### src/hw/rtl/etfp_pkg.sv
// ----------------------------------------------------------------------------
// etfp_pkg: shared types and arithmetic helpers of the escape-time pixel block
// Payload structs, register indexes and the Q6.26 saturation helpers.
// ----------------------------------------------------------------------------
package etfp_pkg;

    localparam int FRAC_BITS = 26;
    localparam int CFG_IDX_BITS = 3;
    localparam int CFG_DATA_BITS = 32;

    localparam logic [CFG_IDX_BITS-1:0] REG_ZOOM_FACTOR      = 3'd0;
    localparam logic [CFG_IDX_BITS-1:0] REG_OFFSET_REAL      = 3'd1;
    localparam logic [CFG_IDX_BITS-1:0] REG_OFFSET_IMAG      = 3'd2;
    localparam logic [CFG_IDX_BITS-1:0] REG_SEED_REAL        = 3'd3;
    localparam logic [CFG_IDX_BITS-1:0] REG_SEED_IMAG        = 3'd4;
    localparam logic [CFG_IDX_BITS-1:0] REG_JULIA_MODE       = 3'd5;
    localparam logic [CFG_IDX_BITS-1:0] REG_ITERATION_LIMIT  = 3'd6;
    localparam logic [CFG_IDX_BITS-1:0] REG_ESCAPE_THRESHOLD = 3'd7;

    localparam logic signed [40:0] MAP_BIAS = 41'sd134217728;

    typedef struct packed {
        logic [9:0] pixel_col;
        logic [9:0] pixel_row;
    } t_pixel_in;

    typedef struct packed {
        logic [15:0] iteration_count;
        logic        escaped;
    } t_pixel_out;

    // Saturates a wide signed value to the signed 32-bit range.
    function automatic logic signed [31:0] sat_wide(input logic signed [40:0] v);
        if (v[40:31] != {10{v[40]}}) begin
            return v[40] ? {1'b1, 31'b0} : {1'b0, {31{1'b1}}};
        end
        return v[31:0];
    endfunction

    // Floor-shifts a product right by 26, or by 25 when doubled, and saturates.
    function automatic logic signed [31:0] prod_to_q(input logic signed [65:0] p,
                                                    input logic dbl);
        logic signed [40:0] s;
        s = dbl ? $signed(p[65:25]) : $signed({p[65], p[65:26]});
        return sat_wide(s);
    endfunction

    function automatic logic signed [31:0] sat_add(input logic signed [31:0] a,
                                                  input logic signed [31:0] b);
        return sat_wide(41'(a) + 41'(b));
    endfunction

    function automatic logic signed [31:0] sat_sub(input logic signed [31:0] a,
                                                  input logic signed [31:0] b);
        return sat_wide(41'(a) - 41'(b));
    endfunction

endpackage

### src/hw/rtl/etfp_map_div.sv
// ----------------------------------------------------------------------------
// etfp_map_div: coordinate scaling unit
// Divides a pixel index shifted up by 28 bits by the image size through one
// multiplication by a rounded-up reciprocal, exact for every 10-bit index.
// ----------------------------------------------------------------------------
module etfp_map_div #(
    parameter int IMAGE_SIZE = 1024
) (
    input  logic        i_clk,
    input  logic        i_rst_n,
    input  logic        i_start,
    input  logic [9:0]  i_value,
    output logic        o_done,
    output logic [37:0] o_quot
);

    localparam int SHIFT = 10 + $clog2(IMAGE_SIZE);
    localparam int PW = SHIFT + 38;
    localparam longint unsigned RECIP_WIDE =
        ((64'd1 << (28 + SHIFT)) + 64'(IMAGE_SIZE) - 64'd1) / 64'(IMAGE_SIZE);
    localparam logic [39:0] RECIP = 40'(RECIP_WIDE);

    logic [PW-1:0] r_prod;
    logic          r_done;

    always_ff @(posedge i_clk) begin
        if (!i_rst_n) begin
            r_done <= 1'b0;
        end else begin
            r_done <= i_start;
        end
    end

    always_ff @(posedge i_clk) begin
        if (i_start) begin
            r_prod <= PW'(i_value) * PW'(RECIP);
        end
    end

    assign o_done = r_done;
    assign o_quot = r_prod[PW-1:SHIFT];

endmodule

### src/hw/rtl/etfp_mul.sv
// ----------------------------------------------------------------------------
// etfp_mul: shared signed multiplier
// A 33 by 33 bit signed multiplier with a registered product.
// ----------------------------------------------------------------------------
module etfp_mul (
    input  logic               i_clk,
    input  logic signed [32:0] i_a,
    input  logic signed [32:0] i_b,
    output logic signed [65:0] o_prod
);

    logic signed [65:0] r_prod;

    always_ff @(posedge i_clk) begin
        r_prod <= i_a * i_b;
    end

    assign o_prod = r_prod;

endmodule

### src/hw/rtl/escape_time_fractal_pixel.sv
// ----------------------------------------------------------------------------
// escape_time_fractal_pixel: Mandelbrot and Julia escape-time evaluator
// Maps a pixel to the complex plane and iterates z = z*z + c in Q6.26 until
// the squared magnitude passes the threshold or the step limit is reached.
//
// A pixel beat on the input channel carries a column and a row. One result
// beat follows with the step count and an escaped flag. Registers are written
// through the plain write port; the user must write them only while the block
// is idle, which the block itself does not enforce. A zero limit answers with
// a zero count and no escape, running no step. The coordinate scaling result
// is registered, and the single shared multiplier is used three times a step.
// One pixel is in work at a time; the input is stalled from acceptance until
// the result is loaded into the output register, which holds its beat while
// the receiver stalls, and a finished result waits in the core for as long as
// that register is held.
// Reset is synchronous and restores the default register values.
// ----------------------------------------------------------------------------
module escape_time_fractal_pixel #(
    parameter int IMAGE_SIZE = 1024,
    parameter int COUNT_BITS = 16
) (
    input  logic                                i_clk,
    input  logic                                i_rst_n,
    input  logic                                i_in_valid,
    output logic                                o_in_stall,
    input  etfp_pkg::t_pixel_in                 i_in_data,
    output logic                                o_out_valid,
    input  logic                                i_out_stall,
    output etfp_pkg::t_pixel_out                o_out_data,
    input  logic                                i_cfg_we,
    input  logic [etfp_pkg::CFG_IDX_BITS-1:0]   i_cfg_idx,
    input  logic [etfp_pkg::CFG_DATA_BITS-1:0]  i_cfg_data
);

    localparam logic [24:0] COUNT_CAP = (25'd1 << COUNT_BITS) - 25'd1;

    typedef enum logic [3:0] {
        S_IDLE, S_DIV, S_MAPX, S_MAPY, S_ZY, S_SQX, S_SQY, S_TEST, S_XY, S_UPD, S_DONE
    } t_state;

    logic [30:0]        r_zoom;
    logic signed [31:0] r_off_re;
    logic signed [31:0] r_off_im;
    logic signed [31:0] r_seed_re;
    logic signed [31:0] r_seed_im;
    logic               r_julia;
    logic [15:0]        r_lim_cfg;
    logic [30:0]        r_thresh;

    t_state               r_state;
    logic [15:0]          r_limit;
    logic [15:0]          r_iter;
    logic                 r_first;
    logic signed [31:0]   r_zx;
    logic signed [31:0]   r_zy;
    logic signed [31:0]   r_cx;
    logic signed [31:0]   r_cy;
    logic signed [31:0]   r_xx;
    logic signed [31:0]   r_yy;
    etfp_pkg::t_pixel_out r_result;
    etfp_pkg::t_pixel_out r_out;
    logic                 r_out_valid;

    logic               accept;
    logic               div_start;
    logic               done_x;
    logic               done_y;
    logic [37:0]        quot_x;
    logic [37:0]        quot_y;
    logic signed [31:0] map_x;
    logic signed [31:0] map_y;
    logic signed [32:0] mul_a;
    logic signed [32:0] mul_b;
    logic signed [65:0] prod;
    logic signed [31:0] prod_q26;
    logic signed [31:0] zy_init;
    logic signed [32:0] mag;
    logic [15:0]        eff_limit;

    assign accept    = i_in_valid && (r_state == S_IDLE);
    assign div_start = accept && (eff_limit != 16'd0);
    assign o_in_stall = (r_state != S_IDLE);

    always_ff @(posedge i_clk) begin
        if (!i_rst_n) begin
            r_zoom    <= 31'd67108864;
            r_off_re  <= '0;
            r_off_im  <= '0;
            r_seed_re <= '0;
            r_seed_im <= '0;
            r_julia   <= 1'b0;
            r_lim_cfg <= 16'd42;
            r_thresh  <= 31'd268435456;
        end else if (i_cfg_we) begin
            unique case (i_cfg_idx)
                etfp_pkg::REG_ZOOM_FACTOR:      r_zoom    <= i_cfg_data[30:0];
                etfp_pkg::REG_OFFSET_REAL:      r_off_re  <= $signed(i_cfg_data);
                etfp_pkg::REG_OFFSET_IMAG:      r_off_im  <= $signed(i_cfg_data);
                etfp_pkg::REG_SEED_REAL:        r_seed_re <= $signed(i_cfg_data);
                etfp_pkg::REG_SEED_IMAG:        r_seed_im <= $signed(i_cfg_data);
                etfp_pkg::REG_JULIA_MODE:       r_julia   <= i_cfg_data[0];
                etfp_pkg::REG_ITERATION_LIMIT:  r_lim_cfg <= i_cfg_data[15:0];
                etfp_pkg::REG_ESCAPE_THRESHOLD: r_thresh  <= i_cfg_data[30:0];
                default: ;
            endcase
        end
    end

    etfp_map_div #(.IMAGE_SIZE(IMAGE_SIZE)) u_div_x (
        .i_clk   (i_clk),
        .i_rst_n (i_rst_n),
        .i_start (div_start),
        .i_value (i_in_data.pixel_col),
        .o_done  (done_x),
        .o_quot  (quot_x)
    );

    etfp_map_div #(.IMAGE_SIZE(IMAGE_SIZE)) u_div_y (
        .i_clk   (i_clk),
        .i_rst_n (i_rst_n),
        .i_start (div_start),
        .i_value (i_in_data.pixel_row),
        .o_done  (done_y),
        .o_quot  (quot_y)
    );

    etfp_mul u_mul (
        .i_clk  (i_clk),
        .i_a    (mul_a),
        .i_b    (mul_b),
        .o_prod (prod)
    );

    always_comb begin
        eff_limit = ({9'b0, r_lim_cfg} > COUNT_CAP) ? COUNT_CAP[15:0] : r_lim_cfg;
        map_x     = etfp_pkg::sat_wide($signed({3'b0, quot_x}) - etfp_pkg::MAP_BIAS);
        map_y     = etfp_pkg::sat_wide($signed({3'b0, quot_y}) - etfp_pkg::MAP_BIAS);
        prod_q26  = etfp_pkg::prod_to_q(prod, 1'b0);
        zy_init   = etfp_pkg::sat_add(prod_q26, r_off_im);
        mag       = 33'(r_xx) + 33'(prod_q26);
        mul_a     = 33'(r_zx);
        mul_b     = 33'(r_zx);
        unique case (r_state)
            S_MAPX: begin
                mul_a = 33'(map_x);
                mul_b = $signed({2'b0, r_zoom});
            end
            S_MAPY: begin
                mul_a = 33'(map_y);
                mul_b = $signed({2'b0, r_zoom});
            end
            S_SQY: begin
                mul_a = 33'(r_zy);
                mul_b = 33'(r_zy);
            end
            S_XY: begin
                mul_a = 33'(r_zx);
                mul_b = 33'(r_zy);
            end
            default: ;
        endcase
    end

    always_ff @(posedge i_clk) begin
        if (!i_rst_n) begin
            r_state     <= S_IDLE;
            r_out_valid <= 1'b0;
            r_first     <= 1'b1;
            r_iter      <= '0;
        end else begin
            if (r_out_valid && !i_out_stall && (r_state != S_DONE)) begin
                r_out_valid <= 1'b0;
            end
            unique case (r_state)
                S_IDLE: begin
                    if (accept) begin
                        r_limit <= eff_limit;
                        r_iter  <= '0;
                        r_first <= 1'b1;
                        if (eff_limit == 16'd0) begin
                            r_result <= '{iteration_count: 16'd0, escaped: 1'b0};
                            r_state  <= S_DONE;
                        end else begin
                            r_state <= S_DIV;
                        end
                    end
                end
                S_DIV: begin
                    if (done_x && done_y) begin
                        r_state <= S_MAPX;
                    end
                end
                S_MAPX: r_state <= S_MAPY;
                S_MAPY: begin
                    r_zx    <= etfp_pkg::sat_add(prod_q26, r_off_re);
                    r_state <= S_ZY;
                end
                S_ZY: begin
                    r_zy    <= zy_init;
                    r_cx    <= r_julia ? r_seed_re : r_zx;
                    r_cy    <= r_julia ? r_seed_im : zy_init;
                    r_state <= S_SQX;
                end
                S_SQX: r_state <= S_SQY;
                S_SQY: begin
                    r_xx    <= prod_q26;
                    r_state <= S_TEST;
                end
                S_TEST: begin
                    r_yy <= prod_q26;
                    if (r_first) begin
                        r_first <= 1'b0;
                        r_state <= S_XY;
                    end else if (mag > $signed({2'b0, r_thresh})) begin
                        r_result <= '{iteration_count: r_iter, escaped: 1'b1};
                        r_state  <= S_DONE;
                    end else if (r_iter + 16'd1 == r_limit) begin
                        r_result <= '{iteration_count: r_limit, escaped: 1'b0};
                        r_state  <= S_DONE;
                    end else begin
                        r_iter  <= r_iter + 16'd1;
                        r_state <= S_XY;
                    end
                end
                S_XY: r_state <= S_UPD;
                S_UPD: begin
                    r_zx    <= etfp_pkg::sat_add(etfp_pkg::sat_sub(r_xx, r_yy), r_cx);
                    r_zy    <= etfp_pkg::sat_add(etfp_pkg::prod_to_q(prod, 1'b1), r_cy);
                    r_state <= S_SQX;
                end
                S_DONE: begin
                    if (!r_out_valid || !i_out_stall) begin
                        r_out       <= r_result;
                        r_out_valid <= 1'b1;
                        r_state     <= S_IDLE;
                    end
                end
                default: r_state <= S_IDLE;
            endcase
        end
    end

    assign o_out_valid = r_out_valid;
    assign o_out_data  = r_out;

endmodule
### config.mk
export PLATFORM = sky130hd
export DESIGN_NAME = escape_time_fractal_pixel
export DESIGN_NICKNAME = d
export VERILOG_FILES = /design/src/hw/rtl/etfp_pkg.sv /design/src/hw/rtl/etfp_map_div.sv /design/src/hw/rtl/etfp_mul.sv /design/src/hw/rtl/escape_time_fractal_pixel.sv
export SDC_FILE = /design/constraint.sdc
export NUM_CORES = 2
export LEC_CHECK = 0
export BUFFER_PORTS_ARGS = -buffer_cell sky130_fd_sc_hd__buf_2
export CORE_ASPECT_RATIO = 2
export CORE_MARGIN = 3
export CORE_UTILIZATION = 41
export DETAILED_ROUTE_END_ITERATION = 6
export SKIP_CTS_REPAIR_TIMING = 1
export SLEW_MARGIN = 20
export SYNTH_ARGS = -nofsm -noshare
export SYNTH_HDL_FRONTEND = slang
export SYNTH_SLANG_ARGS = --single-unit
### constraint.sdc
create_clock -name i_clk -period 18.4 [get_ports i_clk]
set_input_delay 3.68 -clock i_clk [delete_from_list [all_inputs] [get_ports i_clk]]
set_output_delay 3.68 -clock i_clk [all_outputs]
set_load 0.005 [all_outputs]
==> reports/summary.txt <==
worst skew pair latency -> 0.65 ns
cells after synthesis -> 7722
#FFs+latches synth -> 533
GR Overflow Total -> 0
die height -> 584.3 µm
Root Buffer -> clkbuf_16
Worst Setup Start Kind -> flop
Hold WS -> 0.4241 ns
TNS Setup -> 0 ns
crit path capture type -> flop
Slew @ Worst Pin -> 1.222 ns
Synth Net Count -> 9345
Critical Path Fanout Max -> 46
# port buffers -> 78
Max Freq -> 86.92 MHz
drt pass-1 iters -> 6
Final Max Tran Viols -> 0
All-Layer GR Usage -> 30.97%
initial antenna violation count -> 13
Final Cycle Share -> 62.52%
final core utilization -> 44.22%
die extent in x -> 295.1 µm
TritonCTS Buffers -> 47
CTS tree -> yes
Synth-to-Final Area Change -> 6.939%
RSZ-0062 raised after global routing -> false
Core Box Area -> 0.1658 mm²
clk slew on worst S/H paths -> 0.07 ns
Critical Path RT -> 18.96 ns
# clock sinks -> 533
fin crit period -> 11.50 ns
Die ar. -> 0.1725 mm²
hold_sp -> r_result[6]
starting density of the core -> 41.35%
Final #Nets -> 9253
DRC -> 0
status -> completed
gpl congestion -> 1.064
MaxCap Viol Count -> 0
Max stage delay on crit path -> 1.03 ns
slowest CP cell -> a22oi_2
Post-synth EDFFs -> 262
Avg Vias per Cell -> 5.744
largest net degree at the start of global routing -> 72
# IOs -> 79
worst setup path class -> flop to flop
sequential fraction of the synthesis area -> 19.39%
DRT iter0 DRCs -> 3481
synthesized area per cell -> 8.878 µm²
DR vias -> 56370
H-tree Lvls -> 2
wire per inst -> 26.96 µm
worst-case clock buffer depth -> 3
clk_skew -> 0.04431 ns
Row Count -> 211
Antenna Nets Post-Route -> 0
Setup crit start -> r_state[1]
final std cells w/o fill -> 9813
vias in the first global route -> 61410
first-pass GRT wire length -> 385900 µm
share of the synthesized area in the top cell type -> 32.91%
synth top area cells -> fa_1, edfxtp_1, ha_1
Buf+Inv Stages, Crit Path -> 8
share of layout cells above drive strength 1 -> 6.037%
Crit path arrival time -> 12.06 ns
Rel. slew slack -> 18.52%
worst r2r src -> r_state[1]
post-synth top area cell -> fa_1
Final HPWL DP -> 210900 µm
Final Setup Violations -> 0
HP Class -> flop to flop
family with the most delay on the worst path -> adder cells
FFs w/ async S/R, synth -> 0%
Post-Syn Area -> 0.06856 mm²
critical path's most frequent cell -> fa_1
Post-synth top flop -> dfxtp_1
final hold violations -> 0
Post-Place Cells -> 9710
WL final -> 264500 µm
YS warnings -> 0
Netlist cell types -> 92
==> flip-flops by register name, summed over array words and instances, names as in the netlist, 31 cells and up <==
signal,count
u_mul.o_prod,41
r_seed_re,32
r_cx,32
r_off_im,32
r_thresh,31
r_xx,32
r_seed_im,32
r_zx,32
r_yy,32
r_zoom,31
r_zy,32
r_off_re,32
r_cy,32
==> worst paths after layout <==
kind,cells past startpoint,slack [ns],to
setup / recovery,32,6.90,u_mul.o_prod[64]
hold / removal,0,0.42,o_out_data[6]
setup reg to reg,32,6.90,u_mul.o_prod[64]
hold reg to reg,0,0.42,o_out_data[6]
==> metrics by stage <==
| step | setup slack (ns) | cell area [µm²] |
|---|---|---|
| CTS | 7.124 | 73250 |
| detailed placement | 7.179 | 71590 |
| global route | 6.621 | 73300 |
| finish | 6.896 | 73310 |
| global placement | 7.158 | 71580 |
| floorplan | 8.736 | 68560 |
==> worst register-to-register path: cells and delay by family (launching register included) <==
family	cells	cell delay [ns]
simple gates	4	1.11
fa+ha+maj	9	4.45
compound gates	10	3.41
xor+xnor	1	0.15
flops	1	0.63
buf+inv	8	1.72
==> Yosys cell counts, drive strengths merged (10+ instances only) <==
master     n
inv     1330
fa      1127
nand2   1086
nor2     794
a21oi    534
ha       436
clkbuf   354
dfxtp    271
edfxtp   262
a21o     187
o21ai    176
xnor2    161
xor2      77
nand3     68
o21a      67
nand2b    64
nor3      44
a22oi     42
nand4     40
o21bai    38
a31oi     36
and3      36
mux2      35
nor2b     34
or2       29
and2      28
o22ai     26
a221o     24
buf       23
o211ai    21
a22o      20
a211oi    19
mux2i     19
and4      17
o31ai     16
a211o     15
maj3      14
nor4      14
or3       14
a21boi    11
a221oi    11
a222oi    11
a41oi     11
a31o      10
==> placed cells by master, fill, tap and decap left out, drive strengths merged, types with 161 or more instances in the layout <==
master / count
buf: 236
inv: 1334
a21o: 187
a21oi: 534
nand2: 1086
xnor2: 161
ha: 436
edfxtp: 262
fa: 1127
nor2: 794
o21ai: 176
dfxtp: 271
==> logic make-up (layout without fill, tap and decap cells) <==
family	after synthesis	count (layout)	synth area share (%)
and+or+nand+nor	2284	2284	13.92
DFF	533	533	19.39
other	0	14	0
xor gates and xnor gates	238	238	3.041
buffers and inverters	1708	1655	9.381
muxes	54	54	0.8523
AOI/OAI and AO/OA	1328	1328	12.35
adders and majority gates	1577	1577	41.07
==> area by class of cell <==
class | count | area, µm²
Clock buffer | 53 | 1220
Inverter | 1331 | 5001
Multi-Input combinational cell | 5481 | 49090
Antenna cell | 14 | 35.03
Clock inverter | 35 | 434.2
Tap cell | 2130 | 2665
Timing Repair Buffer | 236 | 1577
Sequential cell | 533 | 13300
Fill cell | 16360 | 92480
==> layer usage <==
metal  global-route usage (%)  up-vias  wire [µm]
li1                         -    24310          -
met1                    28.03    28410      77830
met2                    57.81     2474     140100
met3                    4.676     1174      14850
met4                    29.34        2      31740
met5                        0        -         10
Power is left out: the tool's default activity adds up to more than one toggle a clock period on the data nets, which glitch-free logic cannot reach.
